File: config.mk
export PLATFORM = sky130hd
export DESIGN_NAME = preamble_ccsds_packet_deframer
export DESIGN_NICKNAME = d
export VERILOG_FILES = /design/src/rtl/pcd_pkg.sv /design/src/rtl/pcd_in_reg.sv /design/src/rtl/pcd_core.sv /design/src/rtl/pcd_out_reg.sv /design/src/rtl/preamble_ccsds_packet_deframer.sv
export VERILOG_INCLUDE_DIRS = /design/src /design/src/rtl
export SDC_FILE = /design/constraint.sdc
export NUM_CORES = 1
export LEC_CHECK = 0
export BUFFER_PORTS_ARGS = -buffer_cell sky130_fd_sc_hd__buf_4
export CAP_MARGIN = 20
export CORE_MARGIN = 3
export CORE_UTILIZATION = 30
export CTS_BUF_LIST = sky130_fd_sc_hd__clkbuf_4 sky130_fd_sc_hd__clkbuf_8
export CTS_CLUSTER_SIZE = 24
export DETAILED_ROUTE_END_ITERATION = 8
export GPL_ROUTABILITY_DRIVEN = 0
export PLACE_DENSITY_LB_ADDON = 0.08
export SYNTH_ARGS = -nofsm -noshare
export SYNTH_HDL_FRONTEND = slang
export SYNTH_SLANG_ARGS = --single-unit
export TNS_END_PERCENT = 50
File: constraint.sdc
create_clock -name clk -period 12 [get_ports clk]
set_clock_uncertainty 0.15 [all_clocks]
set_input_delay 3.6 -clock clk [delete_from_list [all_inputs] [get_ports clk]]
set_output_delay 3.6 -clock clk [all_outputs]
set_load 0.01 [all_outputs]
File: src/rtl/preamble_ccsds_packet_deframer_macros.svh
// ----------------------------------------------------------------------------
// Packet deframer assertion macros
// Clocked concurrent checks with an asynchronous active-low reset.
// ----------------------------------------------------------------------------
`ifndef PREAMBLE_CCSDS_PACKET_DEFRAMER_MACROS_SVH
`define PREAMBLE_CCSDS_PACKET_DEFRAMER_MACROS_SVH

`ifndef ASSERT_OFF
// Check prop on every rising edge of clk while reset is released.
`define PCD_ASSERT(lbl, clk, rst_n, prop, msg) \
	lbl: assert property (@(posedge clk) disable iff (!rst_n) (prop)) else $error(msg);
// Check that cond never holds.
`define PCD_ASSERT_NEVER(lbl, clk, rst_n, cond, msg) \
	`PCD_ASSERT(lbl, clk, rst_n, !(cond), msg)
`else
`define PCD_ASSERT(lbl, clk, rst_n, prop, msg)
`define PCD_ASSERT_NEVER(lbl, clk, rst_n, cond, msg)
`endif

`endif

File: src/rtl/pcd_pkg.sv
// ----------------------------------------------------------------------------
// pcd_pkg
// Types and constants shared by the packet deframer modules.
// ----------------------------------------------------------------------------
`default_nettype none

package pcd_pkg;

	localparam logic [31:0] PREAMBLE  = 32'hAAAA_AAAA;
	localparam int          HDR_SIZE  = 6;
	localparam int          HDR_POS_W = $clog2(HDR_SIZE);

	// configuration register indexes
	localparam logic [1:0] REG_APID_BASE  = 2'd0;
	localparam logic [1:0] REG_FIRST_ID   = 2'd1;
	localparam logic [1:0] REG_LAST_ID    = 2'd2;
	localparam logic [1:0] REG_MAX_LENGTH = 2'd3;

	localparam logic [15:0] RST_APID_BASE  = 16'd0;
	localparam logic [15:0] RST_FIRST_ID   = 16'd0;
	localparam logic [15:0] RST_LAST_ID    = 16'd31;
	localparam logic [15:0] RST_MAX_LENGTH = 16'd512;

	typedef struct packed {
		logic [15:0] apid_base;
		logic [15:0] first_id;
		logic [15:0] last_id;
		logic [15:0] max_length;
	} cfg_t;

	typedef struct packed {
		logic        payload_valid;
		logic [7:0]  payload_byte;
		logic        payload_last;
		logic [15:0] packet_id;
		logic [1:0]  packet_type;
		logic [13:0] packet_tic;
		logic [15:0] packet_length;
		logic        header_reject;
		logic [15:0] good_packets;
		logic [15:0] failed_packets;
	} result_t;

endpackage

`default_nettype wire

File: src/rtl/pcd_in_reg.sv
// ----------------------------------------------------------------------------
// pcd_in_reg
// Input register: holds one received byte until the framer consumes it.
// ----------------------------------------------------------------------------
`default_nettype none

module pcd_in_reg (
	input  wire logic       clk,
	input  wire logic       arst_n,
	input  wire logic       in_valid,
	output logic            in_stall,
	input  wire logic [7:0] rx_byte,
	input  wire logic       advance,
	output logic            valid_s1,
	output logic [7:0]      byte_s1
);

	// stall only while a held byte cannot move on
	assign in_stall = valid_s1 && !advance;

	always_ff @(posedge clk or negedge arst_n) begin
		if (!arst_n) begin
			valid_s1 <= 1'b0;
		end else if (!in_stall) begin
			valid_s1 <= in_valid;
		end
	end

	always_ff @(posedge clk) begin
		if (!in_stall && in_valid) begin
			byte_s1 <= rx_byte;
		end
	end

endmodule

`default_nettype wire

File: src/rtl/pcd_core.sv
// ----------------------------------------------------------------------------
// pcd_core
// Framing state: preamble hunt, header capture and decode, payload count.
// ----------------------------------------------------------------------------
`default_nettype none

module pcd_core
	import pcd_pkg::*;
(
	input  wire logic       clk,
	input  wire logic       arst_n,
	input  wire logic       step,
	input  wire logic [7:0] byte_s1,
	input  wire cfg_t       cfg,
	output result_t         res
);

	localparam logic [1:0] PH_HUNT    = 2'd0;
	localparam logic [1:0] PH_HEADER  = 2'd1;
	localparam logic [1:0] PH_PAYLOAD = 2'd2;
	localparam logic [HDR_POS_W-1:0] HDR_LAST = HDR_POS_W'(HDR_SIZE - 1);

	logic [31:0]              sync_q, sync_d;
	logic [1:0]               phase_q, phase_d;
	logic [2:0]               hcount_q, hcount_d;
	logic [HDR_SIZE-1:0][7:0] hdr_q, hdr_d;
	logic [15:0]              pcount_q, pcount_d;
	logic [15:0]              pexp_q, pexp_d;
	logic [15:0]              good_q, good_d;
	logic [15:0]              fail_q, fail_d;

	logic [HDR_POS_W-1:0] pos;
	logic [31:0]          sync_shifted;
	logic [15:0]          id, len;
	logic [15:0]          word1;
	logic                 hdr_bad;
	logic [16:0]          pcount_inc;
	logic                 show;

	always_comb begin
		pos = (hcount_q >= 3'(HDR_SIZE)) ? HDR_LAST : HDR_POS_W'(hcount_q);
		sync_shifted = {sync_q[23:0], byte_s1};

		hdr_d = hdr_q;
		if (phase_q == PH_HEADER) begin
			hdr_d[pos] = byte_s1;
		end
		id      = {hdr_d[1], hdr_d[0]} - cfg.apid_base;
		word1   = {hdr_d[3], hdr_d[2]};
		len     = {hdr_d[5], hdr_d[4]};
		hdr_bad = (len > cfg.max_length) || (len == 16'd0) ||
			(id < cfg.first_id) || (id > cfg.last_id);
		pcount_inc = {1'b0, pcount_q} + 17'd1;

		sync_d   = sync_q;
		phase_d  = phase_q;
		hcount_d = hcount_q;
		pcount_d = pcount_q;
		pexp_d   = pexp_q;
		good_d   = good_q;
		fail_d   = fail_q;
		show     = 1'b0;

		res.payload_valid = 1'b0;
		res.payload_byte  = 8'd0;
		res.payload_last  = 1'b0;
		res.header_reject = 1'b0;

		unique case (phase_q)
			PH_HUNT: begin
				sync_d = sync_shifted;
				if (sync_shifted == PREAMBLE) begin
					phase_d  = PH_HEADER;
					sync_d   = 32'd0;
					hcount_d = 3'd0;
				end
			end
			PH_HEADER: begin
				hcount_d = 3'({1'b0, pos} + 4'd1);
				if (pos == HDR_LAST) begin
					show = 1'b1;
					if (hdr_bad) begin
						res.header_reject = 1'b1;
						fail_d   = fail_q + 16'd1;
						phase_d  = PH_HUNT;
						sync_d   = 32'd0;
						hcount_d = 3'd0;
						pcount_d = 16'd0;
					end else begin
						pexp_d   = len;
						pcount_d = 16'd0;
						phase_d  = PH_PAYLOAD;
					end
				end
			end
			PH_PAYLOAD: begin
				show = 1'b1;
				res.payload_valid = 1'b1;
				res.payload_byte  = byte_s1;
				if (pcount_inc >= {1'b0, pexp_q}) begin
					res.payload_last = 1'b1;
					good_d   = good_q + 16'd1;
					phase_d  = PH_HUNT;
					hcount_d = 3'd0;
					pcount_d = 16'd0;
					pexp_d   = 16'd0;
				end else begin
					pcount_d = pcount_inc[15:0];
				end
			end
			default: begin
				// unused phase: drop the byte and resume hunting
				phase_d = PH_HUNT;
				sync_d  = 32'd0;
			end
		endcase

		res.packet_id      = show ? id : 16'd0;
		res.packet_type    = show ? word1[1:0] : 2'd0;
		res.packet_tic     = show ? word1[15:2] : 14'd0;
		res.packet_length  = show ? len : 16'd0;
		res.good_packets   = good_d;
		res.failed_packets = fail_d;
	end

	always_ff @(posedge clk or negedge arst_n) begin
		if (!arst_n) begin
			sync_q   <= 32'd0;
			phase_q  <= PH_HUNT;
			hcount_q <= 3'd0;
			hdr_q    <= '0;
			pcount_q <= 16'd0;
			pexp_q   <= 16'd0;
			good_q   <= 16'd0;
			fail_q   <= 16'd0;
		end else if (step) begin
			sync_q   <= sync_d;
			phase_q  <= phase_d;
			hcount_q <= hcount_d;
			hdr_q    <= hdr_d;
			pcount_q <= pcount_d;
			pexp_q   <= pexp_d;
			good_q   <= good_d;
			fail_q   <= fail_d;
		end
	end

endmodule

`default_nettype wire

File: src/rtl/pcd_out_reg.sv
// ----------------------------------------------------------------------------
// pcd_out_reg
// Result register: holds one result until the consumer takes it.
// ----------------------------------------------------------------------------
`default_nettype none

module pcd_out_reg
	import pcd_pkg::*;
(
	input  wire logic    clk,
	input  wire logic    arst_n,
	input  wire logic    valid_s1,
	input  wire result_t res,
	output logic         advance,
	input  wire logic    out_stall,
	output logic         out_valid,
	output result_t      res_s2
);

	logic open_s2;

	assign open_s2 = !out_valid || !out_stall;
	assign advance = valid_s1 && open_s2;

	always_ff @(posedge clk or negedge arst_n) begin
		if (!arst_n) begin
			out_valid <= 1'b0;
		end else if (open_s2) begin
			out_valid <= valid_s1;
		end
	end

	always_ff @(posedge clk) begin
		if (advance) begin
			res_s2 <= res;
		end
	end

endmodule

`default_nettype wire

File: src/rtl/preamble_ccsds_packet_deframer.sv
// ----------------------------------------------------------------------------
// preamble_ccsds_packet_deframer
// Byte-stream packet deframer: hunts the 0xAAAAAAAA preamble, decodes a
// six-byte little-endian header and passes the declared payload bytes out.
// ----------------------------------------------------------------------------
//
//   channel   direction  handshake              payload
//   input     in         in_valid / in_stall    rx_byte
//   output    out        out_valid / out_stall  payload_*, packet_*, counts
//   config    in         cfg_we                 cfg_index, cfg_data
//
// Every received byte gives exactly one result. The byte lands in the input
// register, the framer decodes it in one pass and the result register
// captures it. One byte per cycle is sustained while out_stall stays low; the
// framing state update between the two registers sets that figure.
// Reset (arst_n low) clears framing state, counters and registers to defaults.
// A stall on the output holds the result and, once the input register is
// full, backs up onto in_stall.
// ----------------------------------------------------------------------------
`default_nettype none

`include "preamble_ccsds_packet_deframer_macros.svh"

module preamble_ccsds_packet_deframer
	import pcd_pkg::*;
(
	input  wire logic        clk,
	input  wire logic        arst_n,
	// configuration write port
	input  wire logic        cfg_we,
	input  wire logic [1:0]  cfg_index,
	input  wire logic [15:0] cfg_data,
	// received byte stream
	input  wire logic        in_valid,
	output logic             in_stall,
	input  wire logic [7:0]  rx_byte,
	// result stream
	output logic             out_valid,
	input  wire logic        out_stall,
	output logic             payload_valid,
	output logic [7:0]       payload_byte,
	output logic             payload_last,
	output logic [15:0]      packet_id,
	output logic [1:0]       packet_type,
	output logic [13:0]      packet_tic,
	output logic [15:0]      packet_length,
	output logic             header_reject,
	output logic [15:0]      good_packets,
	output logic [15:0]      failed_packets
);

	cfg_t       cfg_q;
	logic       valid_s1;
	logic [7:0] byte_s1;
	logic       advance;
	result_t    res;
	result_t    res_s2;

	// Configuration registers. The user is to write them only while the pipe is
	// empty; the block itself does not enforce this.
	always_ff @(posedge clk or negedge arst_n) begin
		if (!arst_n) begin
			cfg_q.apid_base  <= RST_APID_BASE;
			cfg_q.first_id   <= RST_FIRST_ID;
			cfg_q.last_id    <= RST_LAST_ID;
			cfg_q.max_length <= RST_MAX_LENGTH;
		end else if (cfg_we) begin
			unique case (cfg_index)
				REG_APID_BASE:  cfg_q.apid_base  <= cfg_data;
				REG_FIRST_ID:   cfg_q.first_id   <= cfg_data;
				REG_LAST_ID:    cfg_q.last_id    <= cfg_data;
				REG_MAX_LENGTH: cfg_q.max_length <= cfg_data;
				default:        cfg_q            <= cfg_q;
			endcase
		end
	end

	// Hold the accepted byte until the framer can take it.
	pcd_in_reg u_in_reg (
		.clk      (clk),
		.arst_n   (arst_n),
		.in_valid (in_valid),
		.in_stall (in_stall),
		.rx_byte  (rx_byte),
		.advance  (advance),
		.valid_s1 (valid_s1),
		.byte_s1  (byte_s1)
	);

	// Advance framing state exactly when a byte moves into the result register.
	pcd_core u_core (
		.clk     (clk),
		.arst_n  (arst_n),
		.step    (advance),
		.byte_s1 (byte_s1),
		.cfg     (cfg_q),
		.res     (res)
	);

	// Register the result; a free or draining slot lets the next byte in.
	pcd_out_reg u_out_reg (
		.clk       (clk),
		.arst_n    (arst_n),
		.valid_s1  (valid_s1),
		.res       (res),
		.advance   (advance),
		.out_stall (out_stall),
		.out_valid (out_valid),
		.res_s2    (res_s2)
	);

	assign payload_valid  = res_s2.payload_valid;
	assign payload_byte   = res_s2.payload_byte;
	assign payload_last   = res_s2.payload_last;
	assign packet_id      = res_s2.packet_id;
	assign packet_type    = res_s2.packet_type;
	assign packet_tic     = res_s2.packet_tic;
	assign packet_length  = res_s2.packet_length;
	assign header_reject  = res_s2.header_reject;
	assign good_packets   = res_s2.good_packets;
	assign failed_packets = res_s2.failed_packets;

	// The last-byte mark only ever rides on a payload byte.
	`PCD_ASSERT(a_last_is_payload, clk, arst_n,
		out_valid && payload_last |-> payload_valid, "payload_last without payload_valid")
	// A rejected header and a payload byte never share one result.
	`PCD_ASSERT_NEVER(a_reject_not_payload, clk, arst_n,
		out_valid && header_reject && payload_valid, "reject on a payload byte")
	// A rejected header bumps the failure count by one.
	`PCD_ASSERT(a_fail_count, clk, arst_n,
		advance && res.header_reject |=>
		failed_packets == 16'($past(failed_packets) + 16'd1), "failure count slip")
	// A completed packet bumps the good count by one.
	`PCD_ASSERT(a_good_count, clk, arst_n,
		advance && res.payload_last |=>
		good_packets == 16'($past(good_packets) + 16'd1), "good count slip")

endmodule

`default_nettype wire

==> results.cfg, run 1 <==
[outcome]
status = finished clean

[setup_path]
crit_path_end = in_stall
cp-startpoint = out_stall
path_delay_family = buffers and inverters
timing.rr.end = u_core.sync_q[15]
worst-endpoint-arrival_ns = 3.99
crit_path_start_kind = primary input
timing.reg2reg.worst_path_depth = 20
worstPathMaxFanout = 3
critPathKind = in2out
critical_path_buf_inv_count = 3
critical_path.reg2reg.startpoint = u_core.phase_q[1]
cp_slowest_stage_delay_ns = 0.14
cp_cell_sequence = buf_4 -> nand3_1 -> inv_1 -> buf_4
critical-path-slowest-cell = sky130_fd_sc_hd__buf_4
ff2ff_setup_slack_ns = 4.71
crit_required_ns = 8.25
worst_setup_path_end_kind = primary output
critical-path-top-cell-by-count = sky130_fd_sc_hd__buf_4
cp.depth = 4

[place]
place.port_buffers = 123
dp_hpwl_microns = 29100
placedCellCount = 2235
place_ws_ns = 4.27
detailed_place.area_sq_um = 17600

[yosys]
synthCells = 1477
synth.lib_cells_used.distinct = 66
netlist.area_leader.share_pct = 31.6
synth_sequential_area_ratio_pct = 51.3
post_synth_instance_area_sq_um = 15900
asyncSetResetFlopFracSynth_pct = 67.6
postSynthNetCount = 1595
ys_flop_type = sky130_fd_sc_hd__dfrtp_1
post-synth-top-area-cell = sky130_fd_sc_hd__dfrtp_1
number_of_enable_flip_flop_cells_after_synthesis = 99
synth-seq-cells = 306
netlist_top_cells_area = sky130_fd_sc_hd__dfrtp_1 32%, sky130_fd_sc_hd__edfxtp_1 19%, sky130_fd_sc_hd__ha_1 6.8%, sky130_fd_sc_hd__mux2_2 6.2%, sky130_fd_sc_hd__nand2_1 4.7%
synth_warnings = 0
synth_area_per_cell_sq_um = 10.8

[clocking]
clock_edge_transition_at_the_registers_on_the_reported_setup_and_hold_paths_ns = 0.06
postCtsSetupRepairBufs = 0
cts_buffers = 57
ctsResizeCount = 0
clock_latency_ns = 0.65
clockRootBuffer = sky130_fd_sc_hd__clkbuf_8
cts_sink_cnt = 306
cts_tree = done
htreeDepth = 2
clock_tree.buffer_depth = 3
holdBufCountCts = 0

[pwr]
netSwitchingFraction_pct = 42.6
pwr-share-clk_pct = 22.6
power.net_switching_mw = 1.97
total_power_mw = 4.62
p_seq_share_pct = 31.2
internal-power_mw = 2.65
power.share.combinational_pct = 46.2
power-per-cell-area_nw_per_um2 = 246
power.static_leakage_nw = 8.75
ir_worst_vdd_uv = 268

[finish]
most_common_library_cell_in_the_layout_ignoring_fill_and_taps = sky130_fd_sc_hd__dfrtp_1
final_core_util_pct = 36.2
post-route-cell-area_sq_um = 18800
drive_above_1_share_pct = 22.7
fill_count = 5212
final_net_count = 1732
finish.cell_count_without_fillers = 2344
area_growth_from_synthesis_to_final_layout_pct = 18.2
mostFrequentLayoutCells = 201 x sky130_fd_sc_hd__dfrtp_1, 198 x sky130_fd_sc_hd__nand2_1, 149 x sky130_fd_sc_hd__buf_4

[floorplanning]
initial_core_utilization_pct = 30.7
die_area_sq_um = 55900
std_cell_rows = 83
io_pins = 124
die-height_microns = 236
coreArea_sq_um = 51900
die-width_microns = 236

[drt]
antenna_left = 0
vias_per_cell = 4.81
wire_per_inst_microns = 18.4
routed_via_count = 11277
routed_wl_microns = 43200
drtPass1Iterations = 5
drc = 0
first_iter_violations = 568

[global_routing]
globalRouteOverflowTotal = 0
grt_start_max_net_pins = 99
grt_antenna_before_repair = 1
first_global_vias = 11676
grt_pass1_wl_microns = 68200
grt_util_all_layers_pct = 15.5

[sta]
minimum_clock_period_ns = 7.74
setup_viol_count_final = 0
slew_headroom_pct = 29.1
finalSetupTns_ns = 0
worst_hold_slack_ns = 0.318
worst_slack_ns = 4.26
worst_pin_slew_ns = 1.06
fmax_mhz = 129
post-route-period-util_pct = 64.5
final_max_slew_viol_count = 0
grt_setup_unrepaired = false
hold_violations = 0

[job]
max_cap_viol_count = 0

[worst_hold_path]
min_path_type = reg2reg
-- area by class of cell --
class	count	area (sq um)	area share, %
clock buffer	82	1030	5.50
multi-input combinational	968	6980	37.1
timing repair buffer	150	1130	6.02
antenna	1	2.50	0.0133
inverter	131	497	2.64
sequential	306	8160	43.4
tap	680	851	4.52
clock inverter	26	149	0.792
-- state kept, by name (all words and copies together), names as in the netlist --
name / flops
u_out_reg.res_s2: 91
u_core.pexp_q: 16
u_core.phase_q: 2
u_out_reg.out_valid: 1
u_core.hcount_q: 3
u_in_reg.byte_s1: 8
u_core.sync_q: 24
cfg_q: 64
u_core.good_q: 16
u_core.fail_q: 16
u_core.hdr_q: 48
u_core.pcount_q: 16
u_in_reg.valid_s1: 1
-- Yosys cell counts, drive strengths merged, types with 3 or more instances --
cell    instances
a211o           3
a211oi          8
a21boi          5
a21o           12
a21oi          72
a221oi          4
a31o           17
a31oi           6
a32o           16
and2           10
and3           26
and4            6
buf            19
clkbuf         53
dfrtp         201
dfstp           6
edfxtp         99
ha             86
inv           130
mux2           87
mux2i          43
nand2         199
nand2b          6
nand3          45
nand4          29
nor2           52
nor2b          11
nor3            9
nor3b           3
nor4            5
nor4bb          8
o211a          10
o211ai          6
o21a            4
o21ai          60
o31ai           9
or3             4
or4             3
xnor2          45
xor2           41
-- worst reg2reg max path, delay by kind of cell, from the launching register on --
kind            cells  cell delay, ns
compound gates      8            2.98
xor+xnor            1            0.21
fa+ha+maj           3            0.96
buf+inv             3            0.49
flops               1            0.42
mux                 2            0.70
simple gates        3            1.29
-- cell families after synthesis --
kind of cell / share of synthesized area [%]
AND/OR/NAND/NOR: 12.8
flip-flops: 51.3
AO/OA/AOI/OAI: 10.3
buffers and inverters: 5.07
multiplexers: 8.88
adder cells (fa/ha/maj): 6.88
XOR/XNOR: 4.73
-- power groups by stage --
stage          logic [mW]  registers (mW)  clock network [mW]
3_3_place_gp         2.12            1.46                   0
5_1_grt              2.39            1.47                1.14
4_1_cts              2.16            1.44                1.09
3_5_place_dp         2.15            1.46                   0
6_report             2.13            1.44                1.04
2_1_floorplan        1.50            1.44                   0
-- worst min-delay path by stage --
stage / to / slack, ns / start / cells past startpoint
final: u_core.hdr_q[8] / 0.32 / u_core.hdr_q[8] / 2
after detailed placement: u_core.hdr_q[8] / 0.31 / u_core.hdr_q[8] / 2
after global routing: u_core.hdr_q[11] / 0.35 / u_core.hdr_q[11] / 2
after global placement: u_core.hdr_q[8] / 0.30 / u_core.hdr_q[8] / 2
after floorplan: u_core.hdr_q[10] / 0.29 / u_core.hdr_q[10] / 2
after CTS: u_core.hdr_q[8] / 0.32 / u_core.hdr_q[8] / 2
-- per-layer routing --
metal	global-route usage [%]	up-vias	share of wire, %
met5	0	-	0
li1	-	5483	-
met4	3.99	0	2.1
met1	21.0	5524	47
met3	3.26	70	3.9
met2	25.2	200	47
(Power assumes the default switching activity.)
==> inputs of run 2 (changes only) <==
--- a/config.mk
+++ b/config.mk
@@ -6,6 +6,7 @@
 export SDC_FILE = /design/constraint.sdc
 export NUM_CORES = 1
 export LEC_CHECK = 0
+export ABC_AREA = 1
 export BUFFER_PORTS_ARGS = -buffer_cell sky130_fd_sc_hd__buf_4
 export CAP_MARGIN = 20
 export CORE_MARGIN = 3
==> constraint.sdc (replaced) <==
create_clock -name clk -period 8.01 [get_ports clk]
set_clock_uncertainty 0.15 [all_clocks]
set_input_delay 2.403 -clock clk [delete_from_list [all_inputs] [get_ports clk]]
set_output_delay 2.403 -clock clk [all_outputs]
set_load 0.01 [all_outputs]
==> results.cfg, run 2 <==
[floorplanning]
die-height_microns = 238
die-width_microns = 238
initial_core_utilization_pct = 30.5
die_area_sq_um = 56500
std_cell_rows = 84
coreArea_sq_um = 52900
io_pins = 124

[clocking]
cts_buffers = 57
clock_edge_transition_at_the_registers_on_the_reported_setup_and_hold_paths_ns = 0.06
clock_tree.buffer_depth = 3
postCtsSetupRepairBufs = 0
clock_latency_ns = 0.66
cts_tree = done
holdBufCountCts = 0
ctsResizeCount = 0
clockRootBuffer = sky130_fd_sc_hd__clkbuf_8
htreeDepth = 2
cts_sink_cnt = 306

[yosys]
synth_area_per_cell_sq_um = 8.41
netlist.area_leader.share_pct = 31.2
synthCells = 1916
synthTopCellsByCount = 553 x sky130_fd_sc_hd__nand2_1, 259 x sky130_fd_sc_hd__inv_1, 201 x sky130_fd_sc_hd__dfrtp_1, 156 x sky130_fd_sc_hd__o21ai_0, 140 x sky130_fd_sc_hd__nor2_1
synth_warnings = 0
ys_flop_type = sky130_fd_sc_hd__dfrtp_1
number_of_enable_flip_flop_cells_after_synthesis = 99
synth-seq-cells = 306
synth_sequential_area_ratio_pct = 50.6
asyncSetResetFlopFracSynth_pct = 67.6
postSynthNetCount = 2034
post-synth-top-area-cell = sky130_fd_sc_hd__dfrtp_1
synth.lib_cells_used.distinct = 51
netlist_top_cells_area = sky130_fd_sc_hd__dfrtp_1 31%, sky130_fd_sc_hd__edfxtp_1 18%, sky130_fd_sc_hd__nand2_1 13%, sky130_fd_sc_hd__ha_1 6.7%, sky130_fd_sc_hd__inv_1 6.0%
post_synth_instance_area_sq_um = 16100
yosys.cell_count.top_type = sky130_fd_sc_hd__nand2_1

[finish]
final_net_count = 2163
largest_reg_flops = 91
finish.cell_count_without_fillers = 2779
multi_input_comb_area_sq_um = 6660
mostFrequentLayoutCells = 553 x sky130_fd_sc_hd__nand2_1, 258 x sky130_fd_sc_hd__inv_1, 201 x sky130_fd_sc_hd__dfrtp_1
drive_above_1_share_pct = 14.1
regArea_sq_um = 8160
registers.top_by_ff_count = u_out_reg.res_s2
most_common_library_cell_in_the_layout_ignoring_fill_and_taps = sky130_fd_sc_hd__nand2_1
fill_count = 5609
insertedDiodeCount = 0
area_growth_from_synthesis_to_final_layout_pct = 17.9
biggestRegsByFlops = u_out_reg.res_s2: 91 flops, cfg_q: 64 flops, u_core.hdr_q: 48 flops

[worst_hold_path]
origin_of_the_worst_min_delay_path = u_core.hdr_q[11]
min_path_type = reg2reg

[setup_path]
cp_slowest_stage_delay_ns = 0.60
critical_path.reg2reg.startpoint = u_core.phase_q[1]
worstPathMaxFanout = 34
worst-endpoint-arrival_ns = 6.83
worst_setup_path_end_kind = flop
critPathKind = reg2reg
critical-path-top-cell-by-count = sky130_fd_sc_hd__nand2_1
crit_required_ns = 8.42
cp-startpoint = u_core.phase_q[1]
critical-path-slowest-cell = sky130_fd_sc_hd__o21ai_4
crit_path_start_kind = flop

[global_routing]
first_global_vias = 12856
globalRouteOverflowTotal = 0
grt_util_all_layers_pct = 15.9
grt_antenna_before_repair = 0
grt_start_max_net_pins = 111
grt_pass1_wl_microns = 71500

[drt]
first_iter_violations = 695
drtPass1Iterations = 5
routed_wl_microns = 44400
drc = 0
wire_per_inst_microns = 16.0
vias_per_cell = 4.60
routed_via_count = 12781
antenna_left = 0

[place]
place.port_buffers = 123
dp_hpwl_microns = 31100
placedCellCount = 2671

[sta]
worst_hold_slack_ns = 0.329
finalSetupTns_ns = 0
worst_pin_slew_ns = 0.939
setup_viol_count_final = 0
slew_headroom_pct = 37.4
final_max_slew_viol_count = 0
fmax_mhz = 156
minimum_clock_period_ns = 6.42
grt_setup_unrepaired = false
post-route-period-util_pct = 80.1
hold_violations = 0

[pwr]
power-per-cell-area_nw_per_um2 = 251
pwr-share-clk_pct = 33.6
p_seq_share_pct = 41.4
power.net_switching_mw = 1.58
ir_worst_vdd_uv = 126
internal-power_mw = 3.19
power.share.combinational_pct = 25.0
power.static_leakage_nw = 9.25
netSwitchingFraction_pct = 33.2
total_power_mw = 4.77

[outcome]
status = finished clean

[job]
max_cap_viol_count = 0
==> run 2: changes by cell type after synthesis, sizes merged, moves of 21 or more <==
cell / previous run / this run
and3: 26 / 1
inv: 130 / 262
mux2: 87 / 0
mux2i: 43 / 0
nand2: 199 / 569
nand3: 45 / 69
nand4: 29 / 50
nor2: 52 / 145
o21ai: 60 / 198
xnor2: 45 / 5
==> run 2: metal layers <==
metal | track usage [%] | wire [microns] | part of all wire (%)
met5 | 0 | 0 | 0
met3 | 3.03 | 1570 | 3.5
met1 | 21.3 | 20700 | 47
met4 | 5.03 | 1240 | 2.8
met2 | 26.1 | 20800 | 47
==> run 2: power groups by stage <==
stage	logic (mW)	clock network, mW	registers (mW)
final	1.19	1.61	1.98
after global routing	1.39	1.75	2.00
after CTS	1.21	1.68	1.98
after detailed placement	1.21	0	2.00
after global placement	1.19	0	2.00
after floorplan	0.798	0	2.00
==> run 2: area by class of cell <==
cell class | count | share of cell area (%)
clock buffer | 96 | 6.03
inverter | 262 | 5.20
tap | 688 | 4.53
sequential | 306 | 42.9
timing repair buffer | 138 | 5.90
clock inverter | 9 | 0.356
multi-input combinational | 1280 | 35.0
==> run 2: logic make-up after synthesis <==
kind of cell	Yosys count	synth area share (%)
compound gates	282	9.43
xor+xnor	29	1.58
fa+ha+maj	87	6.80
buf+inv	330	8.22
flops	306	50.6
simple gates	882	23.3
==> run 2: worst max-delay path, delay by kind of cell (launching register included) <==
kind	cells	cell delay, ns
fa+ha+maj	4	1.08
compound gates	7	1.61
flops	1	0.41
simple gates	11	2.03
buf+inv	5	0.85
xor+xnor	1	0.21
==> run 2: worst paths after layout <==
check | slack (ns) | cells past startpoint | endpoint
setup reg to reg | 1.59 | 28 | u_core.sync_q[23]
hold reg to reg | 0.33 | 2 | u_core.hdr_q[11]
max in group asynchronous | 4.87 | 2 | u_core.hdr_q[18]
setup / recovery | 1.59 | 28 | u_core.sync_q[23]
hold / removal | 0.33 | 2 | u_core.hdr_q[11]
min in group asynchronous | 1.71 | 1 | u_core.sync_q[13]
==> run 2: metrics by stage <==
stage               util (%)  setup WS (ns)  area [sq um]
finish                  35.9           1.59         19000
global route            35.9          0.836         19000
CTS                     35.8           1.55         18900
detailed placement      33.5           1.58         17700
global placement        33.4           1.74         17700
floorplan                  -           1.77         16100
